File: src/hdl/ipv4cs_pkg.sv
package ipv4cs_pkg;

  // packet kind, sampled from the opcode on the first byte
  typedef enum logic [1:0] {
    KIND_IP   = 2'd0,
    KIND_TCP  = 2'd1,
    KIND_UDP  = 2'd2,
    KIND_ICMP = 2'd3
  } kind_t;

  // header offsets
  localparam int IP_CKSUM_HI_OFS = 10;
  localparam int IP_CKSUM_LO_OFS = 11;
  localparam int IP_PROTO_OFS    = 9;
  localparam int IP_SRC_FIRST    = 12;
  localparam int IP_DST_LAST     = 19;
  localparam int MIN_IHL         = 5;

  // checksum field offsets within the segment
  localparam int TCP_CKSUM_OFS  = 16;
  localparam int UDP_CKSUM_OFS  = 6;
  localparam int ICMP_CKSUM_OFS = 2;

  localparam logic [15:0] ALL_ONES = 16'hffff;

  typedef struct packed {
    logic [7:0] data_byte;
    logic [1:0] opcode;
    logic       last;
  } step_t;

  typedef struct packed {
    logic [15:0] checksum;
    logic        short_packet;
  } result_t;

  // ones-complement add with end-around carry
  function automatic logic [15:0] oc_add(input logic [15:0] a, input logic [15:0] b);
    logic [16:0] s;
    s = {1'b0, a} + {1'b0, b};
    return s[15:0] + {15'd0, s[16]};
  endfunction

endpackage

File: src/hdl/ipv4_l4_checksum_engine_core.sv
// IPv4 header / TCP / UDP / ICMP checksum engine. Bytes of one packet arrive
// in wire order from the first byte of the IPv4 header, one transaction per
// byte, with the mode given by in_opcode on the first byte. The block takes
// one byte every cycle while in_stall is low; the rate is set by the per-byte
// accumulate step, a 16-bit ones-complement add with end-around carry (plus
// the TCP/UDP pseudo-header length add on the final byte). A byte is
// captured in an input register and then folded into the running sum; a
// final byte's result is held in the output register. A result waits in
// the output register while out_stall is high; input is stalled only when a
// second final byte must wait behind a result that has not been taken.
// out_checksum is the complemented sum, high byte first on the wire;
// out_short_packet flags a packet shorter than its header or with ihl below 5,
// in which case the checksum reads zero.
module ipv4_l4_checksum_engine_core #(
  parameter int LENGTH_BITS = 16
) (
  input  logic        clk,
  input  logic        rst_n,
  input  logic        in_valid,
  output logic        in_stall,
  input  logic [7:0]  in_data_byte,
  input  logic [1:0]  in_opcode,
  input  logic        in_last,
  output logic        out_valid,
  input  logic        out_stall,
  output logic [15:0] out_checksum,
  output logic        out_short_packet
);

  // input register
  logic                s1_valid_r, s1_valid_nxt;
  ipv4cs_pkg::step_t   s1_r;
  logic                s1_adv;
  logic                in_take;

  // output register
  logic                out_valid_r, out_valid_nxt;
  ipv4cs_pkg::result_t out_r;
  ipv4cs_pkg::result_t acc_result;
  logic                load_out;

  // a byte that ends a packet can move on only if the output slot frees up
  assign s1_adv   = s1_valid_r && (!s1_r.last || !out_valid_r || !out_stall);
  assign in_stall = s1_valid_r && !s1_adv;
  assign in_take  = in_valid && !in_stall;
  assign load_out = s1_adv && s1_r.last;

  always_comb begin
    s1_valid_nxt = in_take ? 1'b1 : (s1_adv ? 1'b0 : s1_valid_r);
    if (load_out) begin
      out_valid_nxt = 1'b1;
    end else if (out_valid_r && !out_stall) begin
      out_valid_nxt = 1'b0;
    end else begin
      out_valid_nxt = out_valid_r;
    end
  end

  ipv4cs_accum #(
    .LENGTH_BITS (LENGTH_BITS)
  ) u_accum (
    .clk     (clk),
    .rst_n   (rst_n),
    .step_en (s1_adv),
    .step    (s1_r),
    .result  (acc_result)
  );

  // control state
  always_ff @(posedge clk) begin
    if (!rst_n) begin
      s1_valid_r  <= 1'b0;
      out_valid_r <= 1'b0;
    end else begin
      s1_valid_r  <= s1_valid_nxt;
      out_valid_r <= out_valid_nxt;
    end
  end

  // payload registers
  always_ff @(posedge clk) begin
    if (in_take) begin
      s1_r.data_byte <= in_data_byte;
      s1_r.opcode    <= in_opcode;
      s1_r.last      <= in_last;
    end
    if (load_out) begin
      out_r <= acc_result;
    end
  end

  assign out_valid        = out_valid_r;
  assign out_checksum     = out_r.checksum;
  assign out_short_packet = out_r.short_packet;

endmodule

File: src/hdl/ipv4cs_accum.sv
module ipv4cs_accum #(
  parameter int LENGTH_BITS = 16
) (
  input  logic                clk,
  input  logic                rst_n,
  input  logic                step_en,
  input  ipv4cs_pkg::step_t   step,
  output ipv4cs_pkg::result_t result
);

  logic [LENGTH_BITS-1:0] pos_r, pos_nxt;
  logic [3:0]             hw_r, hw_nxt;
  logic [15:0]            sum_r, sum_nxt;
  logic [7:0]             held_r, held_nxt;
  ipv4cs_pkg::kind_t      kind_r, kind_nxt;
  logic                   seg_r, seg_nxt;

  logic                   first;
  logic [3:0]             hw;
  ipv4cs_pkg::kind_t      kind;
  logic [5:0]             hdr_len;
  logic [LENGTH_BITS-1:0] off;
  logic [LENGTH_BITS-1:0] pos_p1;
  logic [LENGTH_BITS:0]   pos_p1_wide;
  logic [LENGTH_BITS-1:0] seg_len;
  logic                   counts;
  logic [7:0]             v;
  logic [15:0]            word;
  logic [15:0]            sum1;
  logic [15:0]            final_sum;
  logic                   seg_now;
  logic                   is_short;

  always_comb begin
    first       = (pos_r == '0) && !seg_r;
    hw          = first ? step.data_byte[3:0] : hw_r;
    kind        = first ? ipv4cs_pkg::kind_t'(step.opcode) : kind_r;
    hdr_len     = {hw, 2'b00};
    off         = pos_r - LENGTH_BITS'(hdr_len);
    pos_p1_wide = {1'b0, pos_r} + (LENGTH_BITS+1)'(1);
    pos_p1      = pos_p1_wide[LENGTH_BITS-1:0];
    seg_len     = pos_p1 - LENGTH_BITS'(hdr_len);

    // which bytes enter the sum
    counts = 1'b0;
    if (!seg_r) begin
      unique case (kind)
        ipv4cs_pkg::KIND_IP:
          counts = (pos_r != LENGTH_BITS'(ipv4cs_pkg::IP_CKSUM_HI_OFS)) &&
                   (pos_r != LENGTH_BITS'(ipv4cs_pkg::IP_CKSUM_LO_OFS));
        ipv4cs_pkg::KIND_TCP, ipv4cs_pkg::KIND_UDP:
          counts = (pos_r == LENGTH_BITS'(ipv4cs_pkg::IP_PROTO_OFS)) ||
                   ((pos_r >= LENGTH_BITS'(ipv4cs_pkg::IP_SRC_FIRST)) &&
                    (pos_r <= LENGTH_BITS'(ipv4cs_pkg::IP_DST_LAST)));
        ipv4cs_pkg::KIND_ICMP:
          counts = 1'b0;
        default:
          counts = 1'b0;
      endcase
    end else begin
      unique case (kind)
        ipv4cs_pkg::KIND_IP:
          counts = 1'b0;
        ipv4cs_pkg::KIND_TCP:
          counts = (off != LENGTH_BITS'(ipv4cs_pkg::TCP_CKSUM_OFS)) &&
                   (off != LENGTH_BITS'(ipv4cs_pkg::TCP_CKSUM_OFS + 1));
        ipv4cs_pkg::KIND_UDP:
          counts = (off != LENGTH_BITS'(ipv4cs_pkg::UDP_CKSUM_OFS)) &&
                   (off != LENGTH_BITS'(ipv4cs_pkg::UDP_CKSUM_OFS + 1));
        ipv4cs_pkg::KIND_ICMP:
          counts = (off != LENGTH_BITS'(ipv4cs_pkg::ICMP_CKSUM_OFS)) &&
                   (off != LENGTH_BITS'(ipv4cs_pkg::ICMP_CKSUM_OFS + 1));
        default:
          counts = 1'b0;
      endcase
    end

    v = counts ? step.data_byte : 8'h00;

    // even byte: padded word, only used when the packet ends here
    word = pos_r[0] ? {held_r, v} : {v, 8'h00};
    sum1 = ipv4cs_pkg::oc_add(sum_r, word);

    if ((kind == ipv4cs_pkg::KIND_TCP) || (kind == ipv4cs_pkg::KIND_UDP)) begin
      final_sum = ipv4cs_pkg::oc_add(sum1, 16'(seg_len));
    end else begin
      final_sum = sum1;
    end

    seg_now  = seg_r || (pos_p1_wide >= (LENGTH_BITS+1)'(hdr_len));
    is_short = (hw < 4'(ipv4cs_pkg::MIN_IHL)) || !seg_now;

    result.checksum     = is_short ? 16'h0000 : (final_sum ^ ipv4cs_pkg::ALL_ONES);
    result.short_packet = is_short;

    pos_nxt  = pos_r;
    hw_nxt   = hw_r;
    sum_nxt  = sum_r;
    held_nxt = held_r;
    kind_nxt = kind_r;
    seg_nxt  = seg_r;
    if (step_en) begin
      if (step.last) begin
        pos_nxt  = '0;
        hw_nxt   = '0;
        sum_nxt  = '0;
        held_nxt = '0;
        kind_nxt = ipv4cs_pkg::KIND_IP;
        seg_nxt  = 1'b0;
      end else begin
        pos_nxt  = pos_p1;
        hw_nxt   = hw;
        kind_nxt = kind;
        seg_nxt  = seg_now;
        if (pos_r[0]) begin
          sum_nxt = sum1;
        end else begin
          held_nxt = v;
        end
      end
    end
  end

  always_ff @(posedge clk) begin
    if (!rst_n) begin
      pos_r  <= '0;
      hw_r   <= '0;
      sum_r  <= '0;
      held_r <= '0;
      kind_r <= ipv4cs_pkg::KIND_IP;
      seg_r  <= 1'b0;
    end else begin
      pos_r  <= pos_nxt;
      hw_r   <= hw_nxt;
      sum_r  <= sum_nxt;
      held_r <= held_nxt;
      kind_r <= kind_nxt;
      seg_r  <= seg_nxt;
    end
  end

endmodule

File: config.mk
export PLATFORM = sky130hd
export DESIGN_NAME = ipv4_l4_checksum_engine_core
export DESIGN_NICKNAME = d
export VERILOG_FILES = /design/src/hdl/ipv4cs_pkg.sv /design/src/hdl/ipv4_l4_checksum_engine_core.sv /design/src/hdl/ipv4cs_accum.sv
export SDC_FILE = /design/constraint.sdc
export NUM_CORES = 1
export LEC_CHECK = 0
export BUFFER_PORTS_ARGS = -buffer_cell sky130_fd_sc_hd__buf_4
export CORE_MARGIN = 2
export CORE_UTILIZATION = 30
export CTS_CLUSTER_SIZE = 8
export DETAILED_ROUTE_END_ITERATION = 10
export PLACE_DENSITY_LB_ADDON = 0.25
export RECOVER_POWER = 50
export SLEW_MARGIN = 20
export SYNTH_ARGS = -nofsm -noshare
export SYNTH_HDL_FRONTEND = slang
export SYNTH_HIERARCHICAL = 1
export SYNTH_SLANG_ARGS = --single-unit
File: constraint.sdc
create_clock -name clk -period 13.51 [get_ports clk]
set_clock_uncertainty 0.2 [all_clocks]
set_input_delay 0.6755 -clock clk [delete_from_list [all_inputs] [get_ports clk]]
set_output_delay 0.6755 -clock clk [all_outputs]
set_load 0.02 [all_outputs]
# [After elaboration in Yosys (flattened, before gate mapping)]
# Index checks and enable logic that the tools add are counted.
[classes] eq_ne=13 mux=20 n_addsub=7 n_reduce_logical=32 bitwise=1 n_lt_le_gt_ge=4
[op_table] cell="16-bit two-way mux" n=5
[op_table] cell="16-bit by 16-bit adder with 17-bit output" n=2
[op_table] cell="16-bit by 1-bit adder with 16-bit output" n=2
[op_table] cell="16-bit by 2-bit inequality test with 1-bit output (second input constant)" n=2
[op_table] cell="16-bit by 3-bit inequality test with 1-bit output (second input constant)" n=2
[op_table] cell="16-bit by 4-bit inequality test with 1-bit output (second input constant)" n=2
[op_table] cell="16-bit by 5-bit inequality test with 1-bit output (second input constant)" n=2
[op_table] cell="16-bit by 6-bit subtractor with 16-bit output" n=2
[op_table] cell="8-bit two-way mux" n=3
[op_table] cell="16-bit by 1-bit adder with 17-bit output (second input constant)" n=1
[op_table] cell="17-bit by 6-bit greater-or-equal comparator with 1-bit output" n=1
[op_table] cell="16-bit by 4-bit equality test with 1-bit output (second input constant)" n=1
[op_table] cell="16-bit by 4-bit greater-or-equal comparator with 1-bit output (second input constant)" n=1
[op_table] cell="16-bit by 5-bit <= comparator with 1-bit output (second input constant)" n=1
[op_table] cell="16-bit logical NOT" n=1
[op_table] cell="16-bit NOT" n=1
[op_table] cell="1-bit logical AND" n=11
[op_table] cell="4-bit two-way mux" n=2
[op_table] cell="1-bit logical NOT" n=7
[op_table] cell="1-bit logical OR" n=6
[op_table] cell="1-bit two-way mux" n=6
[op_table] cell="2-bit nonzero test" n=3
[op_table] cell="2-bit equality test (second input constant)" n=2
[op_table] cell="4-bit by 3-bit < comparator with 1-bit output (second input constant)" n=1
[op_table] cell="other kinds (8)" n=10
[word_totals] inputBits=15 word_cells=90 reg_bits=77 out_inout_bits=19

# [Depth between registers and ports, before layout]
[logic_depth] word_depth=16 ltp_mapped=56 depth_no_buf=54

# [By module]
# Netlist, hierarchy kept.
[modules_own_cells] mod="ipv4cs_accum" area_per_inst_um2=6243.5 instances=1 cells_per_inst=808 seq_area_each_um2=940.9
[modules_own_cells] mod="ipv4_l4_checksum_engine_core" area_per_inst_um2=935.9 instances=1 cells_per_inst=39 seq_area_each_um2=880.8

# [Worst setup path before layout]
# No wires, ideal clock.
[synth_path] path_kind="register -> register" startpoint="reg u_accum.pos_r[0]" endpoint="reg out_r, in the netlist out_checksum[14], data pin" t_arrival_ns=10.545 path_stages_with_launch=56 required_ns=13.043 period_less_slack_ns=11.012 path_buffers=3 slack_ns=2.498 setup_ns=0.267 path_cell_list="dfxtp_1 -> clkbuf_1 -> inv_1 -> ha_1 -> or4b_4 -> nor2_1 -> buf_2 -> nand2_1 -> nand2_1 -> ha_1 -> inv_1 -> ha_1 -> or2_2 -> maj3_1 -> maj3_1 -> o21ai_0 -> o211ai_1 -> o311ai_1 -> [... 20 more ...] -> nor2_1 -> or3_1 -> o211ai_1 -> a221oi_2 -> o21a_1 -> o21ai_0 -> a21oi_1 -> o21ai_0 -> a21o_1 -> ha_1 -> nand2b_1 -> nor3_1 -> and3_1 -> nand4_1 -> nand2b_1 -> nor4_4 -> xor2_1 -> o22ai_1"
[synth_via] elab_chain_cells=16 word_cells_on_any_way=46 classes_between="add/sub: 7; order compare: 4; eq/ne: 12; mux: 8; bitwise: 1; reduce/logical: 14"
[synth_rtl] element="start, declared" line="ipv4cs_accum.sv:11" rtl="logic [LENGTH_BITS-1:0] pos_r, pos_nxt;"
[synth_rtl] element="start signal, assigned" line="ipv4cs_accum.sv:133" rtl="pos_r <= pos_nxt;"
[synth_rtl] element="16-bit logical NOT" line="ipv4cs_accum.sv:35" rtl="first = (pos_r == '0) && !seg_r;"
[synth_rtl] element="1-bit logical AND" line="ipv4cs_accum.sv:35"
[synth_rtl] element="4-bit two-way mux" line="ipv4cs_accum.sv:36" rtl="hw = first ? step.data_byte[3:0] : hw_r;"
[synth_rtl] element="16-bit by 6-bit subtractor with 16-bit output" line="ipv4cs_accum.sv:39" rtl="off = pos_r - LENGTH_BITS'(hdr_len);"
[synth_rtl] element="16-bit by 2-bit inequality test with 1-bit output (tied with other cells)" line="ipv4cs_accum.sv:71" rtl="counts = (off != LENGTH_BITS'(ipv4cs_pkg::ICMP_CKSUM_OFS)) &&"
[synth_rtl] element="1-bit logical AND, on equally long branches" line="ipv4cs_accum.sv:71, ipv4cs_accum.sv:65, ipv4cs_accum.sv:68"
[synth_rtl] element="1-bit case mux with 4 select lines" line="ipv4cs_accum.sv:61" rtl="unique case (kind)"
[synth_rtl] element="1-bit two-way mux" line="ipv4cs_accum.sv:46" rtl="if (!seg_r) begin"
[synth_rtl] element="8-bit two-way mux" line="ipv4cs_accum.sv:78" rtl="v = counts ? step.data_byte : 8'h00;"
[synth_rtl] element="16-bit two-way mux" line="ipv4cs_accum.sv:81" rtl="word = pos_r[0] ? {held_r, v} : {v, 8'h00};"
[synth_rtl] element="16-bit by 16-bit adder with 17-bit output" line="ipv4cs_pkg.sv:40" rtl="s = {1'b0, a} + {1'b0, b};"
[synth_rtl] element="16-bit by 1-bit adder with 16-bit output" line="ipv4cs_pkg.sv:41" rtl="return s[15:0] + {15'd0, s[16]};"
[synth_rtl] element="16-bit by 16-bit adder with 17-bit output" line="ipv4cs_pkg.sv:40"
[synth_rtl] element="16-bit by 1-bit adder with 16-bit output" line="ipv4cs_pkg.sv:41"
[synth_rtl] element="16-bit two-way mux" line="ipv4cs_accum.sv:84" rtl="if ((kind == ipv4cs_pkg::KIND_TCP) || (kind == ipv4cs_pkg::KIND_UDP)) begin"
[synth_rtl] element="16-bit NOT (no source line)"
[synth_rtl] element="end signal, assigned" line="ipv4_l4_checksum_engine_core.sv:88" rtl="out_r <= acc_result;"
[synth_rtl] element="end, declared" line="ipv4_l4_checksum_engine_core.sv:38" rtl="ipv4cs_pkg::result_t out_r;"
# Parallel ways exist; a longest one is shown, timed or not.
# A chain may end at the register's enable or synchronous reset.

# [Final worst setup path]
[layout_path] startpoint="reg u_accum.pos_r[1]" endpoint="reg out_r, in the netlist out_checksum[14], data pin"
# The elaborated chain is that of the path after synthesis.

==> reports/results.txt <==
The run finished, with violations left. The checks that failed: capacitance limit, slew limit. Summed over all instances, the cell type with the most area after synthesis is sky130_fd_sc_hd__dfxtp_1.

Entering global routing, the biggest net connects 37 pins. The remaining global-route overflow is 0, and the required time reported for the critical path endpoint is 13390 ps. The run gives 0.306 as the starting density of the core.

The via count normalized by instance count is 5.20, and the row count is 56. In this run the mean area of a mapped cell was 8.48 sq um. Global-route track usage on met1: 0.226.

The total area inside the core boundary comes to 0.0235 sq mm. The Yosys step of the flow raised 6 warnings. In the synthesized netlist, the number of instances is 847.

Overall power consumption after layout is estimated at 0.719 mW. The layout-stage area growth over the synthesis result is 10.5%. Slack of the worst reg-to-reg path: 1100 ps.

For this design the ratio of total power to cell area is 90.6 mW/mm^2. Number of placed instances, taps included: 1165. The logs give 0.0240 for the met3 capacity usage during global routing and 0 for the number of nets still failing antenna checks after routing. STA classifies the critical path endpoint as a flip-flop.

The detailed-routing iteration count for the pre-antenna-repair pass is 5, and the flip-flop and latch count after synthesis is 77. TritonCTS built the clock tree. The logs give 18 for the count of final max-slew check failures and 0 for the antenna diode instance count. Pin placement for this block handled 34 I/O pins. The part of the Yosys area used for sequential elements was 0.254; the fraction of the cycle the final worst path needs was 0.919. The fraction of layout instances using a drive strength above 1 works out to 0.103. Counting every sink on the clock net gives 77. In this run the deepest clock path goes through 2 buffers. The run gives 996 ps as the worst slack at placement.

After synthesis, the most frequently instantiated cells are sky130_fd_sc_hd__nand2_1, sky130_fd_sc_hd__nor2_1, sky130_fd_sc_hd__o21ai_0. The worst-case IR drop observed on VDD is 0.0000533 V. The data arrival time of the critical path is 12290 ps. The run gives 0 as the count of endpoints failing hold in the final timing report.

The worst register-to-register path begins at u_accum/pos_r[1]$_SDFFE_PN0P_. In this run the most critical hold path is launched from u_accum/sum_r[8]$_SDFFE_PN0P_. Adding up every negative setup slack in the final design gives 0 ps.

For this run, the leading register cell type out of synthesis is sky130_fd_sc_hd__dfxtp_1. The largest individual stage delay along the critical path comes from the cell sky130_fd_sc_hd__a2111oi_0. Counting the fill cells in the layout gives 2427. The maximum single-stage delay on the critical path was 590 ps; the flip-flop and latch area was 0.00182 sq mm. The die extent in x was 159 um; the die footprint was 0.0252 sq mm. The post-synthesis async set-or-reset flop share came out at 0. The instance count along the most critical hold path was 2. The tools report the number of unique standard cell types used by synthesis as 97. The run gives 386 as the iteration-0 DRC count of the detailed router. Cell repeated most along the worst path: sky130_fd_sc_hd__ha_1. The multi-input combinational cells in the finished layout cover a total of 0.00501 sq mm. In this run the worst path has a maximum fanout of 17.

The path class of the tightest hold or removal check is reg -> reg. The run gives 0.00718 sq mm as the post-synthesis instance area. For the net total in the final layout, the log shows 921. The tools report the number of DRC violations after detailed routing as 0. The peak-usage layer in the global routing report was met2. The die boundary height is 159 um. The endpoint of the most critical register-to-register path is out_checksum[14]$_DFFE_PP_. At the end of routability-driven placement, the weighted congestion stood at 0.866. The logs give 350 ps for the latest clock arrival within the worst-skew pair and 1100 ps for the worst setup margin. The minimum period implied by the final worst setup slack was 12410 ps. The endpoint of the worst hold path is u_accum/sum_r[8]$_SDFFE_PN0P_. For this run, the top clock speed supported by timing is 80.6 MHz. Number of buffers added on ports: 33. For the number of setup violations in the final report, the log shows 0. The tools report the cell at the root of the clock tree as sky130_fd_sc_hd__clkbuf_16. For the pin with the worst max-slew slack, the measured transition is 1910 ps. Summed over all cells, the static leakage comes to 2.99 nW. The first-pass GRT wire length is 30900 um, and the number of antenna violations at the first check in global routing is 0. Yosys attributes the largest share of cell area to sky130_fd_sc_hd__dfxtp_1, sky130_fd_sc_hd__edfxtp_1, sky130_fd_sc_hd__ha_1. The global-route usage over all layers came out at 0.157.

For the total wire length, the log shows 19300 um. Setup repair after global routing left no endpoint under its margin. The worst slew margin relative to its limit was -0.274; the number of standard cells in the layout, taps in and fillers out was 1181. The run gives 5638 as the via count of the first global-routing pass.

The via count was 6145; the depth of the CTS H-tree was 3. The tools report the reported max-cap violation count as 1. Synthesized netlist net count: 911. The critical path is of the reg -> reg type. The half-perimeter wire length after detailed placement was 15000 um; the area share of the largest cell type after synthesis was 0.137. The met2 capacity usage during global routing was 0.245. After detailed routing, the average wire length per cell comes to 16.3 um.

After clock tree synthesis, the clock-pin slew on the worst setup and hold paths is 70 ps. Yosys mapped a number of flops with a built-in enable equal to 28. The logic depth of the worst register-to-register path came out at 52. The kind of start point of the critical path was a flip-flop. Clock tree synthesis inserted a total of 9 buffers.
[state kept, by name, indices dropped and copies added (netlist names)]
signal            flops
s1_valid_r            1
u_accum/seg_r         1
out_checksum         16
out_short_packet      1
u_accum/hw_r          4
u_accum/held_r        8
u_accum/pos_r        16
u_accum/sum_r        16
u_accum/kind_r        2
out_valid             1
s1_r                 11
[power breakdown]
part	switching, mW	internal (mW)
combinational	0.128	0.0789
clock	0.113	0.148
sequential	0.00426	0.246
total	0.246	0.473
[per-stage QoR]
| stage | area [sq um] | util | hold WS (ps) |
|---|---|---|---|
| after floorplan | 7180 | - | 232 |
| after detailed placement | 7700 | 0.328 | 252 |
| final | 7940 | 0.338 | 267 |
| after CTS | 8010 | 0.341 | 271 |
| after global placement | 7700 | 0.328 | 244 |
| after global routing | 7940 | 0.338 | 291 |
[critical path: cells and delay by family, from the launching register on]
kind            cells  cell delay [ps]
flops               1              400
compound gates     19             3960
buf+inv             3              280
simple gates       19             4300
xor+xnor            1              170
fa+ha+maj          10             2810
[worst max-delay path by stage]
stage                                  startpoint                    endpoint  slack (ps)  cells past startpoint
floorplan           u_accum/pos_r[0]$_SDFFE_PN0P_  out_checksum[14]$_DFFE_PP_        2500                     55
global placement    u_accum/pos_r[1]$_SDFFE_PN0P_  out_checksum[14]$_DFFE_PP_        1260                     53
detailed placement  u_accum/pos_r[1]$_SDFFE_PN0P_  out_checksum[11]$_DFFE_PP_        1000                     50
CTS                 u_accum/pos_r[1]$_SDFFE_PN0P_  out_checksum[14]$_DFFE_PP_         950                     52
global route        u_accum/pos_r[1]$_SDFFE_PN0P_  out_checksum[11]$_DFFE_PP_         140                     52
finish              u_accum/pos_r[1]$_SDFFE_PN0P_  out_checksum[14]$_DFFE_PP_        1100                     52
[metal layers]
metal / vias to the layer above / wire, um
met5: - / 0
met4: 0 / 311
met3: 16 / 662
met2: 105 / 8510
met1: 2903 / 9800
li1: 3121 / -
[area by class of cell]
cell class | instances | area share
sequential | 77 | 0.230
timing repair buffer | 38 | 0.0270
clock inverter | 7 | 0.0112
tap | 319 | 0.0503
clock buffer | 9 | 0.0284
multi-input combinational | 685 | 0.632
inverter | 46 | 0.0218
[cells by family (layout without fill, tap and decap cells)]
group | Yosys count | count (layout) | share of synthesized area
fa+ha+maj | 56 | 56 | 0.0979
compound gates | 235 | 235 | 0.237
xor+xnor | 82 | 82 | 0.119
simple gates | 309 | 309 | 0.240
mux | 3 | 3 | 0.00418
flops | 77 | 77 | 0.254
buf+inv | 85 | 100 | 0.0486
[cells in the final DEF (no fill, tap or decap), types with 7 or more instances in the layout]
cell and n:
sky130_fd_sc_hd__nand2_1 63, sky130_fd_sc_hd__xor2_1 22, sky130_fd_sc_hd__o211ai_1 8, sky130_fd_sc_hd__inv_1 46
sky130_fd_sc_hd__o21ai_0 54, sky130_fd_sc_hd__dfxtp_1 49, sky130_fd_sc_hd__a22o_1 17, sky130_fd_sc_hd__clkbuf_1 19
sky130_fd_sc_hd__or2_2 7, sky130_fd_sc_hd__and2_1 23, sky130_fd_sc_hd__buf_4 8, sky130_fd_sc_hd__nor2_1 62
sky130_fd_sc_hd__ha_1 47, sky130_fd_sc_hd__o22ai_1 16, sky130_fd_sc_hd__clkbuf_16 9, sky130_fd_sc_hd__or3_1 7
sky130_fd_sc_hd__clkbuf_4 11, sky130_fd_sc_hd__edfxtp_1 28, sky130_fd_sc_hd__nand4_1 9, sky130_fd_sc_hd__nor2b_1 20
sky130_fd_sc_hd__a211oi_1 9, sky130_fd_sc_hd__nor3_1 21, sky130_fd_sc_hd__and3_1 18, sky130_fd_sc_hd__a21oi_1 44
sky130_fd_sc_hd__nand2b_1 9, sky130_fd_sc_hd__nand3_1 26, sky130_fd_sc_hd__o21a_1 11, sky130_fd_sc_hd__a21o_1 11
sky130_fd_sc_hd__nor4_1 7, sky130_fd_sc_hd__xnor2_1 50
[repair_timing]
action / in CTS / in global routing
resized for setup: 0 / 1
endpoints found under the hold margin: 0 / 0
setup endpoints to repair: 0 / 4
buffers inserted: 0 / 0
hold buffers: 0 / 0
No activity file was read; power rests on OpenSTA's default activity.
